===== src/rtl/sst_pkg.sv =====
// shared types, constants and helper functions of the source tokenizer
package sst_pkg;

    localparam int POSITION_BITS = 16;
    localparam int HEAD_CHARS    = 5;
    localparam int HEAD_IDX_BITS = $clog2(HEAD_CHARS);
    localparam int LEN_BITS      = 16;
    localparam int KW_BYTES      = 5;
    localparam int QUEUE_DEPTH   = 4;
    localparam int QUEUE_PTR_BITS = $clog2(QUEUE_DEPTH);

    typedef logic [POSITION_BITS-1:0] pos_t;
    typedef logic [LEN_BITS-1:0]      len_t;

    typedef enum logic [3:0] {
        KIND_LPAREN       = 4'd0,
        KIND_LBRACE       = 4'd1,
        KIND_RPAREN       = 4'd2,
        KIND_RBRACE       = 4'd3,
        KIND_ASSIGN       = 4'd4,
        KIND_OPERATOR     = 4'd5,
        KIND_LET          = 4'd6,
        KIND_DEF          = 4'd7,
        KIND_BOOL         = 4'd8,
        KIND_NUMBER       = 4'd9,
        KIND_IDENT        = 4'd10,
        KIND_UNRECOGNISED = 4'd11
    } kind_t;

    localparam logic [7:0] CH_LF     = 8'h0a;
    localparam logic [7:0] CH_SLASH  = 8'h2f;
    localparam logic [7:0] CH_SPACE  = 8'h20;
    localparam logic [7:0] CH_TAB    = 8'h09;
    localparam logic [7:0] CH_CR     = 8'h0d;
    localparam logic [7:0] CH_LPAREN = 8'h28;
    localparam logic [7:0] CH_RPAREN = 8'h29;
    localparam logic [7:0] CH_LBRACE = 8'h7b;
    localparam logic [7:0] CH_RBRACE = 8'h7d;
    localparam logic [7:0] CH_PLUS   = 8'h2b;
    localparam logic [7:0] CH_MINUS  = 8'h2d;
    localparam logic [7:0] CH_STAR   = 8'h2a;

    localparam len_t LEN_MAX = '1;

    // keywords, first character in the lowest byte
    localparam logic [KW_BYTES-1:0][7:0] KW_ASSIGN = {8'h00, 8'h00, 8'h00, 8'h00, "="};
    localparam logic [KW_BYTES-1:0][7:0] KW_LET    = {8'h00, 8'h00, "t", "e", "l"};
    localparam logic [KW_BYTES-1:0][7:0] KW_DEF    = {8'h00, 8'h00, "f", "e", "d"};
    localparam logic [KW_BYTES-1:0][7:0] KW_TRUE   = {8'h00, "e", "u", "r", "T"};
    localparam logic [KW_BYTES-1:0][7:0] KW_FALSE  = {"e", "s", "l", "a", "F"};

    typedef struct packed {
        len_t                        len;
        logic                        all_digits;
        logic                        all_letters;
        logic [HEAD_CHARS-1:0][7:0]  head;
        pos_t                        start;
    } word_t;

    localparam word_t WORD_CLEAR = '{
        len:         '0,
        all_digits:  1'b1,
        all_letters: 1'b1,
        head:        '0,
        start:       '0
    };

    typedef struct packed {
        logic [3:0]  kind;
        logic [7:0]  symbol;
        logic [15:0] token_length;
        logic [15:0] start_pos;
        logic        last_of_run;
    } token_t;

    typedef struct packed {
        logic [1:0]        n;
        token_t [1:0]      toks;
    } push_t;

    function automatic logic is_space(logic [7:0] c);
        return (c == CH_SPACE) || ((c >= CH_TAB) && (c <= CH_CR));
    endfunction

    function automatic logic is_punct(logic [7:0] c);
        return (c == CH_LPAREN) || (c == CH_RPAREN) || (c == CH_LBRACE) ||
               (c == CH_RBRACE) || (c == CH_PLUS) || (c == CH_MINUS) || (c == CH_STAR);
    endfunction

    function automatic kind_t punct_kind(logic [7:0] c);
        kind_t k;
        unique case (c)
            CH_LPAREN: k = KIND_LPAREN;
            CH_LBRACE: k = KIND_LBRACE;
            CH_RPAREN: k = KIND_RPAREN;
            CH_RBRACE: k = KIND_RBRACE;
            default:   k = KIND_OPERATOR;
        endcase
        return k;
    endfunction

    function automatic logic is_digit(logic [7:0] c);
        return (c >= "0") && (c <= "9");
    endfunction

    function automatic logic is_letter(logic [7:0] c);
        return ((c >= "A") && (c <= "Z")) || ((c >= "a") && (c <= "z"));
    endfunction

    function automatic logic word_is(word_t w, logic [KW_BYTES-1:0][7:0] kw, int klen);
        logic ok;
        ok = (w.len == len_t'(klen));
        for (int i = 0; i < KW_BYTES; i++) begin
            if ((i < klen) && (w.head[i] != kw[i])) begin
                ok = 1'b0;
            end
        end
        return ok;
    endfunction

    function automatic kind_t classify(word_t w);
        kind_t k;
        if (word_is(w, KW_ASSIGN, 1)) begin
            k = KIND_ASSIGN;
        end
        else if (word_is(w, KW_LET, 3)) begin
            k = KIND_LET;
        end
        else if (word_is(w, KW_DEF, 3)) begin
            k = KIND_DEF;
        end
        else if (word_is(w, KW_TRUE, 4) || word_is(w, KW_FALSE, 5)) begin
            k = KIND_BOOL;
        end
        else if (w.all_digits) begin
            k = KIND_NUMBER;
        end
        else if (w.all_letters) begin
            k = KIND_IDENT;
        end
        else begin
            k = KIND_UNRECOGNISED;
        end
        return k;
    endfunction

    function automatic token_t make_token(kind_t k, logic [7:0] s, len_t l, pos_t p);
        token_t t;
        t.kind         = k;
        t.symbol       = s;
        t.token_length = 16'(l);
        t.start_pos    = 16'(p);
        t.last_of_run  = 1'b0;
        return t;
    endfunction

endpackage


===== src/rtl/sst_char_if.sv =====
// character input channel of the source tokenizer
interface sst_char_if
    import sst_pkg::*;
();
    logic       valid;
    logic       ready;
    logic [7:0] ch;
    logic       end_of_text;

    modport source (output valid, output ch, output end_of_text, input ready);
    modport sink (input valid, input ch, input end_of_text, output ready);
endinterface


===== src/rtl/sst_token_if.sv =====
// token output channel of the source tokenizer
interface sst_token_if
    import sst_pkg::*;
();
    logic        valid;
    logic        ready;
    logic [3:0]  kind;
    logic [7:0]  symbol;
    logic [15:0] token_length;
    logic [15:0] start_pos;
    logic        last_of_run;

    modport source (output valid, output kind, output symbol, output token_length,
                    output start_pos, output last_of_run, input ready);
    modport sink (input valid, input kind, input symbol, input token_length,
                  input start_pos, input last_of_run, output ready);
endinterface


===== src/rtl/sst_lexer.sv =====
// lexer state and per-character token logic
module sst_lexer
    import sst_pkg::*;
(
    input  logic       clk,
    input  logic       rst_n,
    input  logic       fire,
    input  logic [7:0] ch,
    input  logic       end_of_text,
    output push_t      push
);

    logic  comment_reg, comment_next;
    logic  slash_reg, slash_next;
    word_t word_reg, word_next;
    pos_t  pos_reg, pos_next;
    logic  do_handle;
    logic  [1:0] n;

    always_ff @(posedge clk or negedge rst_n)
    begin
        if (!rst_n)
        begin
            comment_reg <= 1'b0;
            slash_reg   <= 1'b0;
            word_reg    <= WORD_CLEAR;
            pos_reg     <= '0;
        end
        else
        begin
            comment_reg <= comment_next;
            slash_reg   <= slash_next;
            word_reg    <= word_next;
            pos_reg     <= pos_next;
        end
    end

    always_comb
    begin
        comment_next = comment_reg;
        slash_next   = slash_reg;
        word_next    = word_reg;
        pos_next     = pos_reg;
        do_handle    = 1'b0;
        n            = 2'd0;
        push.toks    = '0;
        if (fire)
        begin
            if (comment_reg)
            begin
                if (ch == CH_LF)
                begin
                    comment_next = 1'b0;
                end
            end
            else if (slash_reg)
            begin
                slash_next = 1'b0;
                if (ch == CH_SLASH)
                begin
                    comment_next = 1'b1;
                end
                else
                begin
                    push.toks[n[0]] = make_token(KIND_OPERATOR, CH_SLASH, len_t'(1),
                                                 pos_reg - pos_t'(1));
                    n = n + 2'd1;
                    do_handle = 1'b1;
                end
            end
            else
            begin
                do_handle = 1'b1;
            end

            if (do_handle)
            begin
                if (is_space(ch) || is_punct(ch) || (ch == CH_SLASH))
                begin
                    if (word_next.len != '0)
                    begin
                        push.toks[n[0]] = make_token(classify(word_next), word_next.head[0],
                                                     word_next.len, word_next.start);
                        n = n + 2'd1;
                        word_next = WORD_CLEAR;
                    end
                    if (is_punct(ch))
                    begin
                        push.toks[n[0]] = make_token(punct_kind(ch), ch, len_t'(1), pos_reg);
                        n = n + 2'd1;
                    end
                    if (ch == CH_SLASH)
                    begin
                        slash_next = 1'b1;
                    end
                end
                else
                begin
                    if (word_next.len == '0)
                    begin
                        word_next.start = pos_reg;
                    end
                    if (word_next.len < len_t'(HEAD_CHARS))
                    begin
                        word_next.head[word_next.len[HEAD_IDX_BITS-1:0]] = ch;
                    end
                    if (word_next.len != LEN_MAX)
                    begin
                        word_next.len = word_next.len + len_t'(1);
                    end
                    if (!is_digit(ch))
                    begin
                        word_next.all_digits = 1'b0;
                    end
                    if (!is_letter(ch))
                    begin
                        word_next.all_letters = 1'b0;
                    end
                end
            end

            pos_next = pos_reg + pos_t'(1);

            if (end_of_text)
            begin
                if (slash_next)
                begin
                    push.toks[n[0]] = make_token(KIND_OPERATOR, CH_SLASH, len_t'(1), pos_reg);
                    n = n + 2'd1;
                end
                if (word_next.len != '0)
                begin
                    push.toks[n[0]] = make_token(classify(word_next), word_next.head[0],
                                                 word_next.len, word_next.start);
                    n = n + 2'd1;
                end
                comment_next = 1'b0;
                slash_next   = 1'b0;
                word_next    = WORD_CLEAR;
                pos_next     = '0;
            end

            if (n != 2'd0)
            begin
                push.toks[n[1]].last_of_run = 1'b1;
            end
        end
        push.n = n;
    end

endmodule


===== src/rtl/sst_out_queue.sv =====
// small token queue taking up to two tokens a cycle and giving one
module sst_out_queue
    import sst_pkg::*;
(
    input  logic          clk,
    input  logic          rst_n,
    input  push_t         push,
    output logic          room,
    sst_token_if.source   tok
);

    token_t                    entry_reg [QUEUE_DEPTH];
    logic [QUEUE_PTR_BITS-1:0] wr_ptr_reg, wr_ptr_next;
    logic [QUEUE_PTR_BITS-1:0] rd_ptr_reg, rd_ptr_next;
    logic [QUEUE_PTR_BITS:0]   count_reg, count_next;
    logic                      pop;
    token_t                    head;

    assign pop  = tok.valid && tok.ready;
    assign room = (count_reg <= (QUEUE_PTR_BITS+1)'(QUEUE_DEPTH - 2));

    always_comb
    begin
        wr_ptr_next = wr_ptr_reg + QUEUE_PTR_BITS'(push.n);
        rd_ptr_next = rd_ptr_reg + QUEUE_PTR_BITS'(pop);
        count_next  = count_reg + (QUEUE_PTR_BITS+1)'(push.n) - (QUEUE_PTR_BITS+1)'(pop);
    end

    always_ff @(posedge clk or negedge rst_n)
    begin
        if (!rst_n)
        begin
            wr_ptr_reg <= '0;
            rd_ptr_reg <= '0;
            count_reg  <= '0;
        end
        else
        begin
            wr_ptr_reg <= wr_ptr_next;
            rd_ptr_reg <= rd_ptr_next;
            count_reg  <= count_next;
        end
    end

    always_ff @(posedge clk)
    begin
        if (push.n != 2'd0)
        begin
            entry_reg[wr_ptr_reg] <= push.toks[0];
        end
        if (push.n == 2'd2)
        begin
            entry_reg[wr_ptr_reg + QUEUE_PTR_BITS'(1)] <= push.toks[1];
        end
    end

    assign head             = entry_reg[rd_ptr_reg];
    assign tok.valid        = (count_reg != '0);
    assign tok.kind         = head.kind;
    assign tok.symbol       = head.symbol;
    assign tok.token_length = head.token_length;
    assign tok.start_pos    = head.start_pos;
    assign tok.last_of_run  = head.last_of_run;

endmodule


===== src/rtl/streaming_source_tokenizer_core.sv =====
// top level of the streaming source tokenizer
// Takes one source character per cycle while the output queue has room and gives classified
// tokens: brackets, operators, '=', let, def, booleans, numbers, identifiers and unrecognised
// words, with "//" comments skipped up to the newline. A character is registered on acceptance,
// worked through the lexer once the queue has room and its tokens, none, one or two, enter a
// four-word output queue; the first token is offered once it has been written from the input
// register through the lexer into a queue entry. The input keeps taking a character every
// cycle while the queue has room for two tokens, so it can accept a new character before the
// tokens of the last one have left the queue; the queue's single read port gives at most one
// token a cycle while the receiver is ready. The last token of each character carries
// last_of_run, and end_of_text flushes the pending word and slash, then clears all state.
module streaming_source_tokenizer_core
    import sst_pkg::*;
(
    input  logic        clk,
    input  logic        rst_n,
    sst_char_if.sink    src,
    sst_token_if.source tok
);

    logic       in_valid_reg;
    logic [7:0] ch_reg;
    logic       eot_reg;
    logic       room;
    logic       fire;
    push_t      push;

    assign fire      = in_valid_reg && room;
    assign src.ready = !in_valid_reg || fire;

    always_ff @(posedge clk or negedge rst_n)
    begin
        if (!rst_n)
        begin
            in_valid_reg <= 1'b0;
        end
        else if (src.ready)
        begin
            in_valid_reg <= src.valid;
        end
    end

    always_ff @(posedge clk)
    begin
        if (src.valid && src.ready)
        begin
            ch_reg  <= src.ch;
            eot_reg <= src.end_of_text;
        end
    end

    sst_lexer u_lexer (
        .clk         (clk),
        .rst_n       (rst_n),
        .fire        (fire),
        .ch          (ch_reg),
        .end_of_text (eot_reg),
        .push        (push)
    );

    sst_out_queue u_out_queue (
        .clk   (clk),
        .rst_n (rst_n),
        .push  (push),
        .room  (room),
        .tok   (tok)
    );

`ifndef NO_ASSERTIONS
    a_push_from_item: assert property (@(posedge clk) disable iff (!rst_n)
        push.n != 2'd0 |-> fire)
        else $error("tokens pushed without a character");

    a_push_count: assert property (@(posedge clk) disable iff (!rst_n)
        push.n != 2'd3)
        else $error("more than two tokens from one character");

    a_last_marks: assert property (@(posedge clk) disable iff (!rst_n)
        push.n == 2'd2 |-> (!push.toks[0].last_of_run && push.toks[1].last_of_run))
        else $error("last_of_run on the wrong token of a pair");

    a_push_shows: assert property (@(posedge clk) disable iff (!rst_n)
        push.n != 2'd0 |=> tok.valid)
        else $error("pushed token not offered on the output");
`endif

endmodule

===== src/flat_wrapper.sv =====
// flat-port wrapper written by rule: the top's interface ports become plain ports
module streaming_source_tokenizer_core_flat import sst_pkg::*;
  (clk, rst_n, src_valid, src_ch, src_end_of_text, src_ready, tok_valid, tok_kind, tok_symbol, tok_token_length, tok_start_pos, tok_last_of_run, tok_ready);
  sst_char_if src_i ();
  sst_token_if tok_i ();
  input  logic clk;
  input  logic rst_n;
  input wire logic [$bits(src_i.valid)-1:0] src_valid;
  input wire logic [$bits(src_i.ch)-1:0] src_ch;
  input wire logic [$bits(src_i.end_of_text)-1:0] src_end_of_text;
  output wire logic [$bits(src_i.ready)-1:0] src_ready;
  output wire logic [$bits(tok_i.valid)-1:0] tok_valid;
  output wire logic [$bits(tok_i.kind)-1:0] tok_kind;
  output wire logic [$bits(tok_i.symbol)-1:0] tok_symbol;
  output wire logic [$bits(tok_i.token_length)-1:0] tok_token_length;
  output wire logic [$bits(tok_i.start_pos)-1:0] tok_start_pos;
  output wire logic [$bits(tok_i.last_of_run)-1:0] tok_last_of_run;
  input wire logic [$bits(tok_i.ready)-1:0] tok_ready;
  assign src_i.valid = src_valid;
  assign src_i.ch = src_ch;
  assign src_i.end_of_text = src_end_of_text;
  assign src_ready = src_i.ready;
  assign tok_valid = tok_i.valid;
  assign tok_kind = tok_i.kind;
  assign tok_symbol = tok_i.symbol;
  assign tok_token_length = tok_i.token_length;
  assign tok_start_pos = tok_i.start_pos;
  assign tok_last_of_run = tok_i.last_of_run;
  assign tok_i.ready = tok_ready;
  streaming_source_tokenizer_core u_core (.clk(clk), .rst_n(rst_n), .src(src_i), .tok(tok_i));
endmodule

===== config.mk =====
export PLATFORM = sky130hd
export DESIGN_NAME = streaming_source_tokenizer_core_flat
export DESIGN_NICKNAME = d
export VERILOG_FILES = /design/src/rtl/sst_pkg.sv /design/src/rtl/sst_char_if.sv /design/src/rtl/sst_token_if.sv /design/src/rtl/sst_lexer.sv /design/src/rtl/sst_out_queue.sv /design/src/rtl/streaming_source_tokenizer_core.sv /design/src/flat_wrapper.sv
export SDC_FILE = /design/constraint.sdc
export NUM_CORES = 1
export LEC_CHECK = 0
export BUFFER_PORTS_ARGS = -buffer_cell sky130_fd_sc_hd__clkbuf_2
export CAP_MARGIN = 10
export CORE_ASPECT_RATIO = 0.8
export CORE_MARGIN = 2
export CORE_UTILIZATION = 35
export CTS_CLUSTER_DIAMETER = 40
export CTS_CLUSTER_SIZE = 28
export DETAILED_ROUTE_END_ITERATION = 8
export GPL_TIMING_DRIVEN = 0
export SLEW_MARGIN = 10
export SYNTH_ARGS = -nofsm -noshare
export SYNTH_HDL_FRONTEND = slang
export SYNTH_SLANG_ARGS = --single-unit

===== constraint.sdc =====
create_clock -name clk -period 17.49 [get_ports clk]
set_input_delay 0.8745 -clock clk [delete_from_list [all_inputs] [get_ports clk]]
set_output_delay 0.8745 -clock clk [all_outputs]
set_load 0.005 [all_outputs]

==> flow_summary.yaml <==
run_status:
  status: "complete, no violations"
setup_path:
  reg2reg_depth: 13
  path_delay_family: "compound AO/OA/AOI/OAI gates"
  rrSetupSlack_ps: 11290
  crit_buf_inv: 3
  max_stage_delay_ps: 740
  crit_path_start_kind: "flop"
  critical_path_class: "reg2reg"
  endpoint_kind: "flop"
  worstReg2RegStart: "u_core.ch_reg[4]"
  path_cells: "nor3_4 > a41o_1 > buf_2 > clkbuf_1 > a21oi_1 > xnor2_1 > a41oi_1 > o21ai_2 > xnor2_1 > nor2_1 > nor2_1 > o31ai_4 > buf_8"
  cpMaxStageDelayCell: "o31ai_4"
  crit_fanout: 14
  arrival_ps: 6490
  regToRegEndpoint: "u_core.u_out_queue.entry_reg[0][32]"
  crit_required_ps: 17770
grt:
  antenna_found_initial: 0
  grt.total_usage_pct: 26.1
  grt_pass1_vias: 16400
  overflow: 0
  grt_max_degree: 88
  grt_pass1_wl_mm: 109
run:
  maxCapViolCount: 0
die:
  fp.dieH_um: 211
  std_cell_rows: 75
  die_area_um2: 55700
  die_x_um: 263
  start_util_pct: 35.6
  core_um2: 52800
  io_pins: 60
power:
  intPower_w: 0.00205
  pwr-share-clk_pct: 29.5
  p_leak_nw: 8.40
  powerDensity_nw_per_um2: 163
  p_total_w: 0.00360
  combPwrFrac_pct: 43.6
  sequentialPowerShare_pct: 26.9
  p_sw_w: 0.00155
  ir_drop_v: 0.0000819
  p_sw_share_pct: 43.1
timing:
  fin_setup_tns_ps: 0
  layout_min_cycle_time_ps: 6200
  finalCritPeriodShare_pct: 35.5
  slew_viol_final: 0
  relSlewSlack_pct: 21.1
  max_freq_mhz: 161
  tightestPinTransition_ps: 1180
  rsz0062_at_grt: "false"
  setup-violations-final: 0
  fin_ws_ps: 11290
  fin_skew_ps: 25.5
  whs_ps: 127
  hold_viol_final: 0
min_path:
  min_path_type: "in2async"
cells_and_area:
  nets: 1987
  largest_reg_flops: 180
  drive_gt1_share_pct: 18.4
  final-seq-area_um2: 8180
  num-fill-cells: 5032
  antenna_cells: 0
  final_cells: 2695
  area_growth_pct: 17.2
  multi_input_area_um2: 9810
clock_network:
  clk_pin_slew_ps: 60
  cts.path.max_buffers: 3
  cts_hold_buf: 0
  clk_latency_ps: 600
  postCtsResizedCells: 0
  cts_tree: "built"
  htree_levels: 2
  numCtsBuffers: 50
  cts_root_buf: "clkbuf_16"
  cts_sinks: 289
  post_cts_buffers: 0
drt:
  drc: 0
  drt_iter0_markers: 2593
  via_count: 17200
  wl_mm: 73.5
  avgViaCountPerCell: 6.40
  wl_per_cell_um: 27.3
  antenna_left: 0
  first_pass_iters: 8
synth:
  yosys.area.top_type_share_pct: 30.1
  yosys.area.top_type: "edfxtp_1"
  synth_most_common_cell: "nand2_1"
  ys_seq_elements: 289
  synth_area_um2: 18800
  synth.avg_cell_area_um2: 10.2
  synthArstFlopShare_pct: 34.6
  synth_ff_type: "edfxtp_1"
  synthCells: 1838
  synth_edf_count: 189
  synthTopCellsByCount: "nand2_1 (200), edfxtp_1 (189), o21ai_0 (137)"
  yosysSeqAreaShare_pct: 43.5
  syn_nets: 1865
  synth_cell_types: 109
  yosysWarnings: 0
  synthTopCellsByArea: "edfxtp_1 (30%), dfrtp_1 (13%), mux4_2 (5.4%), nand2_1 (4.0%), o21ai_0 (3.6%)"
placed_design:
  pre_cts_ws_ps: 11610
  numPortBuffers: 59
  routabilityCongestion: 1.01
  placed_cells: 2600
  dp_hpwl_mm: 53.9
-- layer usage --
layer | vias to the layer above | part of all wire (%) | track usage (%)
met1 | 8619 | 43 | 37.3
met5 | - | 0 | 0
met4 | 0 | 3.2 | 8.57
met3 | 174 | 11 | 6.11
met2 | 1087 | 43 | 38.8
li1 | 7358 | - | -
-- kinds of logic (layout without fill, tap and decap cells) --
family / Yosys count / count (layout) / share of synthesized area, %
fa+ha+maj: 14 / 14 / 0.970
mux: 194 / 194 / 13.9
flops: 289 / 289 / 43.5
xor+xnor: 22 / 22 / 1.06
simple gates: 594 / 594 / 16.2
buf+inv: 190 / 354 / 4.65
compound gates: 535 / 535 / 19.8
-- power groups by stage --
stage               Clock, W  Combinational [W]  Sequential [W]
finish               0.00106            0.00157        0.000968
global route         0.00111            0.00166        0.000977
CTS                  0.00107            0.00153        0.000964
detailed placement         0            0.00152        0.000976
global placement           0            0.00149        0.000983
floorplan                  0           0.000938        0.000948
-- through the flow --
step | cell area (um^2) | util, %
6_report | 22100 | 41.8
5_1_grt | 22100 | 41.8
4_1_cts | 22000 | 41.7
3_5_place_dp | 20200 | 38.3
3_3_place_gp | 20000 | 37.8
2_1_floorplan | 18800 | -
-- worst max-delay path by stage --
stage	start	to	slack (ps)	depth (start not counted)
after floorplan	u_core.u_lexer.word_reg[67]	u_core.u_out_queue.entry_reg[0][0]	10350	15
after global placement	u_core.ch_reg[4]	u_core.u_out_queue.entry_reg[0][30]	6080	12
after detailed placement	u_core.ch_reg[4]	u_core.u_out_queue.entry_reg[0][26]	11610	13
after CTS	u_core.ch_reg[4]	u_core.u_out_queue.entry_reg[0][32]	11580	13
after global routing	u_core.ch_reg[4]	u_core.u_out_queue.entry_reg[0][32]	11210	13
final	u_core.ch_reg[4]	u_core.u_out_queue.entry_reg[0][32]	11290	13
-- worst register-to-register path, cell delays in order, from the launching register on --
cell	delay [ps]
edfxtp_1	580
nor3_4	440
a41o_1	540
buf_2	350
clkbuf_1	660
a21oi_1	310
xnor2_1	630
a41oi_1	250
o21ai_2	580
xnor2_1	120
nor2_1	240
nor2_1	170
o31ai_4	740
buf_8	270
-- placed cells by master (no fill, tap or decap), types with 13 or more instances in the layout --
cell	instances
a31oi_1	14
a22oi_1	67
o211ai_1	13
xnor2_1	13
nand4_1	24
nor2_1	118
inv_6	16
nand3_1	59
nand2_1	200
and2_1	13
clkbuf_16	51
buf_2	41
and3_1	15
edfxtp_1	189
or3_1	14
nor3_1	35
inv_1	23
a22o_1	55
o21ai_1	13
mux2_2	41
dfrtp_1	98
nand2b_1	13
nor2b_1	15
mux2i_1	61
ha_1	13
clkbuf_1	99
o21ai_0	136
mux4_2	45
a21oi_1	95
mux2_1	47
clkbuf_2	59
-- cell type report --
class	count	share of cell area, %
Buffer	167	3.57
Clock buffer	55	5.90
Clock inverter	39	2.29
Inverter	23	0.391
Multi-Input combinational cell	1359	44.5
Sequential cell	289	37.1
Tap cell	693	3.93
Timing Repair Buffer	70	2.37
Power figures use the tool's default switching activity.
